**src/rtl/dual_cpu_mailbox_fifo_macros.svh**
```systemverilog
// -----------------------------------------------------------------------------
// Mailbox FIFO assertion macros
// Immediate-implication and next-cycle-implication property wrappers.
// -----------------------------------------------------------------------------
`ifndef DUAL_CPU_MAILBOX_FIFO_MACROS_SVH
`define DUAL_CPU_MAILBOX_FIFO_MACROS_SVH

`ifndef SYNTHESIS
`define DCMF_ASSERT_IMP(label, clk, rst, ante, cons) \
  label: assert property (@(posedge clk) disable iff (rst) (ante) |-> (cons)) \
    else $error("mailbox assertion failed");
`define DCMF_ASSERT_NXT(label, clk, rst, ante, cons) \
  label: assert property (@(posedge clk) disable iff (rst) (ante) |=> (cons)) \
    else $error("mailbox assertion failed");
`else
`define DCMF_ASSERT_IMP(label, clk, rst, ante, cons)
`define DCMF_ASSERT_NXT(label, clk, rst, ante, cons)
`endif

`endif

```
**src/rtl/dcmf_pkg.sv**
```systemverilog
// -----------------------------------------------------------------------------
// dcmf_pkg
// Shared types and constants of the dual-CPU mailbox FIFO.
// -----------------------------------------------------------------------------
package dcmf_pkg;

  localparam int FIFO_DEPTH_DEF = 16;

  // access opcodes
  localparam logic [2:0] OP_WR_SYNC = 3'd0;
  localparam logic [2:0] OP_WR_CTRL = 3'd1;
  localparam logic [2:0] OP_PUSH    = 3'd2;
  localparam logic [2:0] OP_POP     = 3'd3;
  localparam logic [2:0] OP_RD_SYNC = 3'd4;
  localparam logic [2:0] OP_RD_CTRL = 3'd5;

  // sync register bits
  localparam int SYNC_NIB_LSB  = 8;
  localparam int SYNC_TRIG_BIT = 13;
  localparam int SYNC_IE_BIT   = 14;

  // control register bits
  localparam int CTL_SEND_EMPTY = 0;
  localparam int CTL_SEND_FULL  = 1;
  localparam int CTL_SE_IE      = 2;
  localparam int CTL_CLEAR      = 3;
  localparam int CTL_RECV_EMPTY = 8;
  localparam int CTL_RECV_FULL  = 9;
  localparam int CTL_RE_IE      = 10;
  localparam int CTL_ERROR      = 14;
  localparam int CTL_ENABLE     = 15;

  typedef struct packed {
    logic [2:0]  opcode;
    logic        side;
    logic [31:0] write_data;
  } req_t;

  typedef struct packed {
    logic [31:0] read_data;
    logic        irq_side;
    logic        irq_sync;
    logic        irq_send_empty;
    logic        irq_recv_not_empty;
  } rsp_t;

  // sequencer -> datapath
  typedef struct packed {
    logic capture;
    logic execute;
  } cmd_t;

  // datapath -> sequencer
  typedef struct packed {
    logic out_free;
  } stat_t;

endpackage

```
**src/rtl/dcmf_ctrl.sv**
```systemverilog
// -----------------------------------------------------------------------------
// dcmf_ctrl
// Sequencer: takes a request, then runs it once the response register is free.
// -----------------------------------------------------------------------------
module dcmf_ctrl (
  input  logic           clk,
  input  logic           rst,
  input  logic           req_valid,
  output logic           req_stall,
  input  dcmf_pkg::stat_t stat,
  output dcmf_pkg::cmd_t  cmd
);
  import dcmf_pkg::*;

  localparam logic ST_IDLE = 1'b0;
  localparam logic ST_EXEC = 1'b1;

  logic state;
  logic state_next;

  always_comb begin
    state_next  = state;
    cmd.capture = 1'b0;
    cmd.execute = 1'b0;
    unique case (state)
      ST_IDLE: begin
        if (req_valid) begin
          cmd.capture = 1'b1;
          state_next  = ST_EXEC;
        end
      end
      ST_EXEC: begin
        if (stat.out_free) begin
          cmd.execute = 1'b1;
          state_next  = ST_IDLE;
        end
      end
      default: state_next = ST_IDLE;
    endcase
  end

  assign req_stall = (state != ST_IDLE);

  always_ff @(posedge clk) begin
    if (rst) begin
      state <= ST_IDLE;
    end else begin
      state <= state_next;
    end
  end

endmodule

```
**src/rtl/dcmf_dp.sv**
```systemverilog
// -----------------------------------------------------------------------------
// dcmf_dp
// Datapath: per-side registers, shared FIFO word memory, response register.
// -----------------------------------------------------------------------------
module dcmf_dp #(
  parameter int FIFO_DEPTH = dcmf_pkg::FIFO_DEPTH_DEF
) (
  input  logic            clk,
  input  logic            rst,
  input  dcmf_pkg::req_t  req,
  input  dcmf_pkg::cmd_t  cmd,
  output dcmf_pkg::stat_t stat,
  output logic            rsp_valid,
  input  logic            rsp_stall,
  output dcmf_pkg::rsp_t  rsp
);
  import dcmf_pkg::*;

  localparam int HW = $clog2(FIFO_DEPTH);
  localparam int CW = $clog2(FIFO_DEPTH + 1);
  localparam int SW = CW + 1;
  localparam int MW = $clog2(2 * FIFO_DEPTH);
  localparam int MD = 2 * FIFO_DEPTH;

  // per-side state
  logic [3:0]    nibble [2];
  logic          sync_ie [2];
  logic [CW-1:0] count [2];
  logic [HW-1:0] head [2];
  logic          en [2];
  logic          se_ie [2];
  logic          re_ie [2];
  logic          err [2];
  logic [31:0]   latch [2];

  logic [3:0]    nibble_next [2];
  logic          sync_ie_next [2];
  logic [CW-1:0] count_next [2];
  logic [HW-1:0] head_next [2];
  logic          en_next [2];
  logic          se_ie_next [2];
  logic          re_ie_next [2];
  logic          err_next [2];
  logic [31:0]   latch_next [2];

  logic [31:0] mem [MD];
  logic [31:0] rdata;
  logic [MW-1:0] raddr;
  logic [MW-1:0] waddr;
  logic          push_we;

  // captured request
  logic [2:0]  op;
  logic        s;
  logic [31:0] d;
  logic        p;

  logic [SW-1:0] tail_sum;
  logic [HW-1:0] tail;
  logic [HW-1:0] head_adv;
  logic          clr_empty;
  rsp_t          rsp_next;

  assign p = ~s;

  // head of the partner's FIFO is read at capture, result used at execute
  assign raddr = req.side ? MW'(head[0]) : (MW'(FIFO_DEPTH) + MW'(head[1]));

  always_ff @(posedge clk) begin
    if (cmd.capture) begin
      rdata <= mem[raddr];
      op    <= req.opcode;
      s     <= req.side;
      d     <= req.write_data;
    end
  end

  always_ff @(posedge clk) begin
    if (cmd.execute && push_we) begin
      mem[waddr] <= d;
    end
  end

  // write slot = (head + count) mod depth, sum stays below twice the depth
  assign tail_sum = SW'(head[s]) + SW'(count[s]);
  assign tail     = (tail_sum >= SW'(FIFO_DEPTH)) ? HW'(tail_sum - SW'(FIFO_DEPTH))
                                                  : HW'(tail_sum);
  assign waddr    = s ? (MW'(FIFO_DEPTH) + MW'(tail)) : MW'(tail);
  assign head_adv = (head[p] == HW'(FIFO_DEPTH - 1)) ? '0 : head[p] + 1'b1;
  assign clr_empty = d[CTL_CLEAR] || (count[s] == '0);

  always_comb begin
    nibble_next  = nibble;
    sync_ie_next = sync_ie;
    count_next   = count;
    head_next    = head;
    en_next      = en;
    se_ie_next   = se_ie;
    re_ie_next   = re_ie;
    err_next     = err;
    latch_next   = latch;
    push_we      = 1'b0;
    rsp_next     = '0;
    unique case (op)
      OP_WR_SYNC: begin
        nibble_next[s]  = d[SYNC_NIB_LSB +: 4];
        sync_ie_next[s] = d[SYNC_IE_BIT];
        if (d[SYNC_TRIG_BIT] && sync_ie[p]) begin
          rsp_next.irq_sync = 1'b1;
          rsp_next.irq_side = p;
        end
      end
      OP_WR_CTRL: begin
        se_ie_next[s] = d[CTL_SE_IE];
        re_ie_next[s] = d[CTL_RE_IE];
        en_next[s]    = d[CTL_ENABLE];
        rsp_next.irq_side = s;
        if (d[CTL_CLEAR]) begin
          count_next[s] = '0;
          head_next[s]  = '0;
          if (d[CTL_SE_IE]) rsp_next.irq_send_empty = 1'b1;
        end
        if (!se_ie[s] && d[CTL_SE_IE] && clr_empty) rsp_next.irq_send_empty = 1'b1;
        if (!re_ie[s] && d[CTL_RE_IE] && count[p] != '0) begin
          rsp_next.irq_recv_not_empty = 1'b1;
        end
        if (d[CTL_ERROR]) err_next[s] = 1'b0;
      end
      OP_PUSH: begin
        if (en[s]) begin
          if (count[s] != CW'(FIFO_DEPTH)) begin
            push_we       = 1'b1;
            count_next[s] = count[s] + 1'b1;
            if (count[s] == '0 && re_ie[p]) begin
              rsp_next.irq_recv_not_empty = 1'b1;
              rsp_next.irq_side           = p;
            end
          end else begin
            err_next[s] = 1'b1;
          end
        end
      end
      OP_POP: begin
        if (count[p] != '0) begin
          latch_next[s]      = rdata;
          rsp_next.read_data = rdata;
          if (en[s]) begin
            head_next[p]  = head_adv;
            count_next[p] = count[p] - 1'b1;
            if (count[p] == CW'(1) && se_ie[p]) begin
              rsp_next.irq_send_empty = 1'b1;
              rsp_next.irq_side       = p;
            end
          end
        end else begin
          err_next[s]        = 1'b1;
          rsp_next.read_data = latch[s];
        end
      end
      OP_RD_SYNC: begin
        rsp_next.read_data = {17'b0, sync_ie[s], 2'b0, nibble[s], 4'b0, nibble[p]};
      end
      OP_RD_CTRL: begin
        rsp_next.read_data[CTL_SEND_EMPTY] = (count[s] == '0);
        rsp_next.read_data[CTL_SEND_FULL]  = (count[s] == CW'(FIFO_DEPTH));
        rsp_next.read_data[CTL_SE_IE]      = se_ie[s];
        rsp_next.read_data[CTL_RECV_EMPTY] = (count[p] == '0);
        rsp_next.read_data[CTL_RECV_FULL]  = (count[p] == CW'(FIFO_DEPTH));
        rsp_next.read_data[CTL_RE_IE]      = re_ie[s];
        rsp_next.read_data[CTL_ERROR]      = err[s];
        rsp_next.read_data[CTL_ENABLE]     = en[s];
      end
      default: ;
    endcase
    // no pulse -> target side reads zero
    if (!(rsp_next.irq_sync || rsp_next.irq_send_empty || rsp_next.irq_recv_not_empty)) begin
      rsp_next.irq_side = 1'b0;
    end
  end

  assign stat.out_free = !rsp_valid || !rsp_stall;

  always_ff @(posedge clk) begin
    if (rst) begin
      for (int i = 0; i < 2; i++) begin
        nibble[i]  <= '0;
        sync_ie[i] <= 1'b0;
        count[i]   <= '0;
        head[i]    <= '0;
        en[i]      <= 1'b0;
        se_ie[i]   <= 1'b0;
        re_ie[i]   <= 1'b0;
        err[i]     <= 1'b0;
        latch[i]   <= '0;
      end
    end else if (cmd.execute) begin
      nibble  <= nibble_next;
      sync_ie <= sync_ie_next;
      count   <= count_next;
      head    <= head_next;
      en      <= en_next;
      se_ie   <= se_ie_next;
      re_ie   <= re_ie_next;
      err     <= err_next;
      latch   <= latch_next;
    end
  end

  always_ff @(posedge clk) begin
    if (rst) begin
      rsp_valid <= 1'b0;
    end else if (cmd.execute) begin
      rsp_valid <= 1'b1;
    end else if (!rsp_stall) begin
      rsp_valid <= 1'b0;
    end
  end

  always_ff @(posedge clk) begin
    if (cmd.execute) begin
      rsp <= rsp_next;
    end
  end

endmodule

```
**src/rtl/dual_cpu_mailbox_fifo.sv**
```systemverilog
// Requests: a request is taken in the capture step and run in the execute step; the
//   block takes no new request until the last one has run. The FIFO word memory read
//   is registered, so the capture step reads the head and the execute step applies the access.
// A stalled response holds the next request in the execute step only.
// Reset (rst, synchronous): all side registers, counts and latches clear; FIFO words
//   are not cleared and are readable once pushed.
// -----------------------------------------------------------------------------
// dual_cpu_mailbox_fifo
// Two-sided inter-processor mailbox with per-side send FIFOs and interrupts.
// -----------------------------------------------------------------------------
`include "dual_cpu_mailbox_fifo_macros.svh"

module dual_cpu_mailbox_fifo #(
  parameter int FIFO_DEPTH = dcmf_pkg::FIFO_DEPTH_DEF
) (
  input  logic           clk,
  input  logic           rst,
  input  logic           req_valid,
  output logic           req_stall,
  input  dcmf_pkg::req_t req,
  output logic           rsp_valid,
  input  logic           rsp_stall,
  output dcmf_pkg::rsp_t rsp
);
  import dcmf_pkg::*;

  cmd_t  cmd;
  stat_t stat;

  dcmf_ctrl u_ctrl (
    .clk       (clk),
    .rst       (rst),
    .req_valid (req_valid),
    .req_stall (req_stall),
    .stat      (stat),
    .cmd       (cmd)
  );

  dcmf_dp #(
    .FIFO_DEPTH (FIFO_DEPTH)
  ) u_dp (
    .clk       (clk),
    .rst       (rst),
    .req       (req),
    .cmd       (cmd),
    .stat      (stat),
    .rsp_valid (rsp_valid),
    .rsp_stall (rsp_stall),
    .rsp       (rsp)
  );

  `DCMF_ASSERT_NXT(a_busy_after_accept, clk, rst, req_valid && !req_stall, req_stall)
  `DCMF_ASSERT_IMP(a_side_zero_no_irq, clk, rst, rsp_valid && !rsp.irq_sync && !rsp.irq_send_empty && !rsp.irq_recv_not_empty, !rsp.irq_side)
  `DCMF_ASSERT_IMP(a_sync_alone, clk, rst, rsp_valid && rsp.irq_sync, !rsp.irq_send_empty && !rsp.irq_recv_not_empty)

endmodule

```
**config.mk**
```make
export PLATFORM = sky130hd
export DESIGN_NAME = dual_cpu_mailbox_fifo
export DESIGN_NICKNAME = d
export VERILOG_FILES = /design/src/rtl/dcmf_pkg.sv /design/src/rtl/dcmf_ctrl.sv /design/src/rtl/dcmf_dp.sv /design/src/rtl/dual_cpu_mailbox_fifo.sv
export VERILOG_INCLUDE_DIRS = /design/src /design/src/rtl
export SDC_FILE = /design/constraint.sdc
export NUM_CORES = 2
export LEC_CHECK = 0
export ABC_CLOCK_PERIOD_IN_PS = 10700
export BUFFER_PORTS_ARGS = -buffer_cell sky130_fd_sc_hd__buf_2
export CAP_MARGIN = 20
export CORE_MARGIN = 2
export CORE_UTILIZATION = 40
export DETAILED_ROUTE_END_ITERATION = 10
export GPL_ROUTABILITY_DRIVEN = 1
export SLEW_MARGIN = 40
export SYNTH_ARGS = -nofsm -noshare
export SYNTH_HDL_FRONTEND = slang
export SYNTH_SLANG_ARGS = --single-unit
```
**constraint.sdc**
```tcl
create_clock -name clk -period 10.7 [get_ports clk]
set_input_delay 0.535 -clock clk [delete_from_list [all_inputs] [get_ports clk]]
set_output_delay 0.535 -clock clk [all_outputs]
set_load 0.03 [all_outputs]
```
==> results.txt <==
The buffer levels on the longest clock path came out at 3. The via count is 31300. The worst setup path is launched from a flop.

The placer's final routability congestion estimate came out at 0.859. The top-level I/O count came out at 78. The via count of the first global-routing pass is 29900. The path with the worst hold slack has its endpoint at u_dp.rsp_valid. The power density relative to cell area came out at 174 mW/mm2. The cell sitting at the root of the clock tree is a sky130_fd_sc_hd__clkbuf_16. The required time reported for the critical path endpoint came out at 11100 ps. The setup path with the least slack is of type flop to flop. The terminus of the critical flop-to-flop path is u_dp.mem[20][30]. The clock net sink count came out at 1230. The top-area cell type share of the netlist area came out at 68.9%.

The sum of negative setup slack is 0 ps. Of all cell types, the one taking the most synthesized area is sky130_fd_sc_hd__edfxtp_1. The maximum number of pins on one net before global-route repair is 103. The async set-or-reset flop fraction in the synthesized netlist came out at 0%. The area growth from synthesis to layout is 15.4%. The final critical path takes up 46.2% of the cycle. The min-delay analysis places its worst path in the category input pin to flop. At the pin with the least slew margin, the transition time is 862 ps. The number of cells on the worst reg-to-reg path is 10. The average size of a mapped cell is 14.0 um2. The H-tree was split into 4 levels. In this run the cell area measured after placement is 0.0523 mm2. The width of the die is 355 um. The initial cell density of the core is 40.3%. The fraction of final layout cells sized beyond drive strength 1 is 14.2%. The worst hold path begins at rsp_stall.

The synthesized design contains 1128 enable-type register cells. Global routing used 22.6% of the available tracks. The sequential area share after synthesis is 73.1%. After global routing the overflow that remains totals 0. The count of antenna-violating nets left after detailed routing is 0. After detailed routing, the number of remaining DRC violations is 0.

The maximum fanout count along the critical path came out at 50. The later-pin clock latency in the skew report is 770 ps. After synthesis the netlist holds a flip-flop and latch count of 1230. By area the synthesized netlist is led by sky130_fd_sc_hd__edfxtp_1, sky130_fd_sc_hd__nand2_1, sky130_fd_sc_hd__dfxtp_1, sky130_fd_sc_hd__mux2i_1, sky130_fd_sc_hd__nor2_1. In the synthesized netlist the dominant register cell turns out to be sky130_fd_sc_hd__edfxtp_1. The full die area came out at 0.126 mm2.

The starting DRC count in detailed routing is 4021. VDD sags by at most 0.157 mV. The worst setup path is captured at a flop. The clock transition at the registers of the reported paths came out at 60 ps. The post-route cell area came out at 0.0568 mm2. The die extent in y is 355 um. The first global-routing pass estimated 208 mm of wire. The reported leakage power is 0.0184 uW. The number of nets handed over by synthesis was 3573.

TritonCTS built the clock tree. After the last flow step, the layout net total stands at 3723. The highest achievable clock rate came out at 202 MHz. The worst pin sits at a relative slew slack of 42.5%.

The setup violation total in the final timing report is 0. Between clock sinks in the finished design, the worst skew comes to 29.2 ps. The number of vias per cell after detailed routing came out at 5.79.

The overall routed net length is 143 mm. Data on the critical path arrives at its endpoint at 5340 ps. The number of antenna violations at the first check in global routing came out at 2. The core region area is 0.122 mm2. The final count of hold timing violations is 0. Counting distinct cell types in the post-synthesis netlist gives 78. The max-cap check violation count is 0. Clock tree synthesis inserted a total of 133 buffers. The routed wirelength normalized by instance count is 26.5 um.

For this run, the number of Yosys warnings is 0. In the synthesized netlist, the number of instances is 3524. Once detailed placement completed, the half-perimeter wirelength came to 85.6 mm.

The shortest period the worst path allows is 4940 ps. The startpoint identified for the worst register-to-register timing path is u_dp.s. The worst-case register-to-register setup slack is 5760 ps. The total of buffers placed on input and output ports is 77. Setup repair after global routing left no endpoint under its margin. The cell area after synthesis came out at 0.0492 mm2. The flow ran to the end, and the final reports show no timing, DRC or antenna violations. The number of rows in the core area is 128. The worst hold path cell count is 3. The minimum hold slack came out at 39.4 ps. The max-slew violation total from the final report was 0. The number of detailed-route iterations in the first pass came out at 6.
-- metrics by stage --
stage	worst slack (ps)	utilization [%]	cells	power (uW)
2_1_floorplan	5830	-	3524	5520
3_3_place_gp	5750	42.3	5080	5630
3_5_place_dp	5680	42.9	5127	5650
4_1_cts	5660	46.5	5400	9960
5_1_grt	5520	46.6	5403	10200
6_report	5760	46.6	5405	9900
-- Yosys cell counts, types with 9 or more instances --
cell,count
sky130_fd_sc_hd__nand2b_1,10
sky130_fd_sc_hd__a21o_1,12
sky130_fd_sc_hd__a21oi_1,186
sky130_fd_sc_hd__a22o_1,27
sky130_fd_sc_hd__nand4_1,33
sky130_fd_sc_hd__nor2_1,330
sky130_fd_sc_hd__edfxtp_1,1128
sky130_fd_sc_hd__o41ai_1,38
sky130_fd_sc_hd__mux2i_1,143
sky130_fd_sc_hd__nor2b_1,14
sky130_fd_sc_hd__o221ai_1,54
sky130_fd_sc_hd__nor4_1,9
sky130_fd_sc_hd__nand3_1,154
sky130_fd_sc_hd__o21bai_1,12
sky130_fd_sc_hd__o21ai_0,146
sky130_fd_sc_hd__nor4_2,27
sky130_fd_sc_hd__mux4_2,26
sky130_fd_sc_hd__nor3_1,11
sky130_fd_sc_hd__clkbuf_1,128
sky130_fd_sc_hd__inv_1,13
sky130_fd_sc_hd__a22oi_1,40
sky130_fd_sc_hd__a31oi_1,9
sky130_fd_sc_hd__o41ai_2,22
sky130_fd_sc_hd__buf_2,74
sky130_fd_sc_hd__nand2_1,567
sky130_fd_sc_hd__dfxtp_1,102
sky130_fd_sc_hd__mux2_2,11
sky130_fd_sc_hd__buf_1,16
sky130_fd_sc_hd__buf_4,9
sky130_fd_sc_hd__a32oi_1,48
-- area by class of cell --
cell class / count / area (um2)
fill: 10600 / 65100
sequential: 1230 / 35900
multi-input combinational: 2049 / 12600
clock buffer: 171 / 3580
timing repair buffer: 247 / 2100
tap: 1625 / 2030
clock inverter: 68 / 493
inverter: 13 / 48.8
antenna: 2 / 5.00
-- flip-flops by register name (all words and copies together) (netlist names), named ones only --
| register | cells |
|---|---|
| u_ctrl.req_stall | 1 |
| u_dp.count | 10 |
| u_dp.d | 32 |
| u_dp.en | 2 |
| u_dp.head | 8 |
| u_dp.latch | 64 |
| u_dp.mem | 1024 |
| u_dp.nibble | 8 |
| u_dp.op | 3 |
| u_dp.rdata | 32 |
| u_dp.re_ie | 2 |
| u_dp.rsp | 36 |
| u_dp.rsp_valid | 1 |
| u_dp.s | 1 |
| u_dp.se_ie | 2 |
| u_dp.sync_ie | 2 |
-- cells in the final DEF, fill, tap and decap left out, types with 83 or more instances in the layout --
cell type,count
sky130_fd_sc_hd__nor2_1,296
sky130_fd_sc_hd__nand3_1,153
sky130_fd_sc_hd__dfxtp_1,100
sky130_fd_sc_hd__o21ai_0,146
sky130_fd_sc_hd__clkbuf_16,138
sky130_fd_sc_hd__buf_4,83
sky130_fd_sc_hd__edfxtp_1,1128
sky130_fd_sc_hd__a21oi_1,186
sky130_fd_sc_hd__mux2i_1,143
sky130_fd_sc_hd__nand2_1,566
-- where the power goes --
part | leakage [uW] | internal, uW | switching (uW) | total, uW
logic | 0.00546 | 67.2 | 171 | 238
clock network | 0.00197 | 2460 | 1880 | 4340
registers | 0.0110 | 5280 | 41.0 | 5320
total | 0.0184 | 7810 | 2090 | 9900
-- metal layers --
layer,global-route usage (%),vias up,wire [um]
li1,-,13700,-
met1,32.3,15900,61000
met2,35.5,1475,66900
met3,3.51,206,11700
met4,7.17,0,3740
met5,0,-,0
-- kinds of logic after synthesis --
| logic type | Yosys count | synth area share [%] |
|---|---|---|
| mux | 184 | 4.48 |
| simple gates | 1196 | 10.7 |
| fa+ha+maj | 9 | 0.244 |
| xor+xnor | 7 | 0.125 |
| flops | 1230 | 73.1 |
| buf+inv | 245 | 2.19 |
| compound gates | 653 | 9.23 |
-- worst max-delay path, cell delays in order (launching register included) --
cell	delay, ps
sky130_fd_sc_hd__edfxtp_1	600
sky130_fd_sc_hd__buf_4	590
sky130_fd_sc_hd__nand2_1	120
sky130_fd_sc_hd__o21a_1	150
sky130_fd_sc_hd__ha_1	190
sky130_fd_sc_hd__nor4b_1	150
sky130_fd_sc_hd__o21bai_1	600
sky130_fd_sc_hd__nand3_1	220
sky130_fd_sc_hd__or3_1	660
sky130_fd_sc_hd__nor2_4	760
sky130_fd_sc_hd__buf_4	490
-- worst max path at each step --
stage	cells past startpoint	end	slack [ps]	from
floorplan	12	u_dp.mem[20][0]	5830	u_dp.s
global route	11	u_dp.mem[13][30]	5520	u_dp.s
CTS	10	u_dp.mem[15][9]	5660	u_dp.s
finish	10	u_dp.mem[20][30]	5760	u_dp.s
detailed placement	10	u_dp.mem[15][11]	5680	u_dp.s
global placement	10	u_dp.mem[15][11]	5750	u_dp.s
-- repair_timing --
action,4_1_cts,5_1_grt
hold buffers,34,0
buffers inserted,0,0
endpoints found under the hold margin,34,0
resized for setup,0,0
No activity file was read; power rests on OpenSTA's default activity.
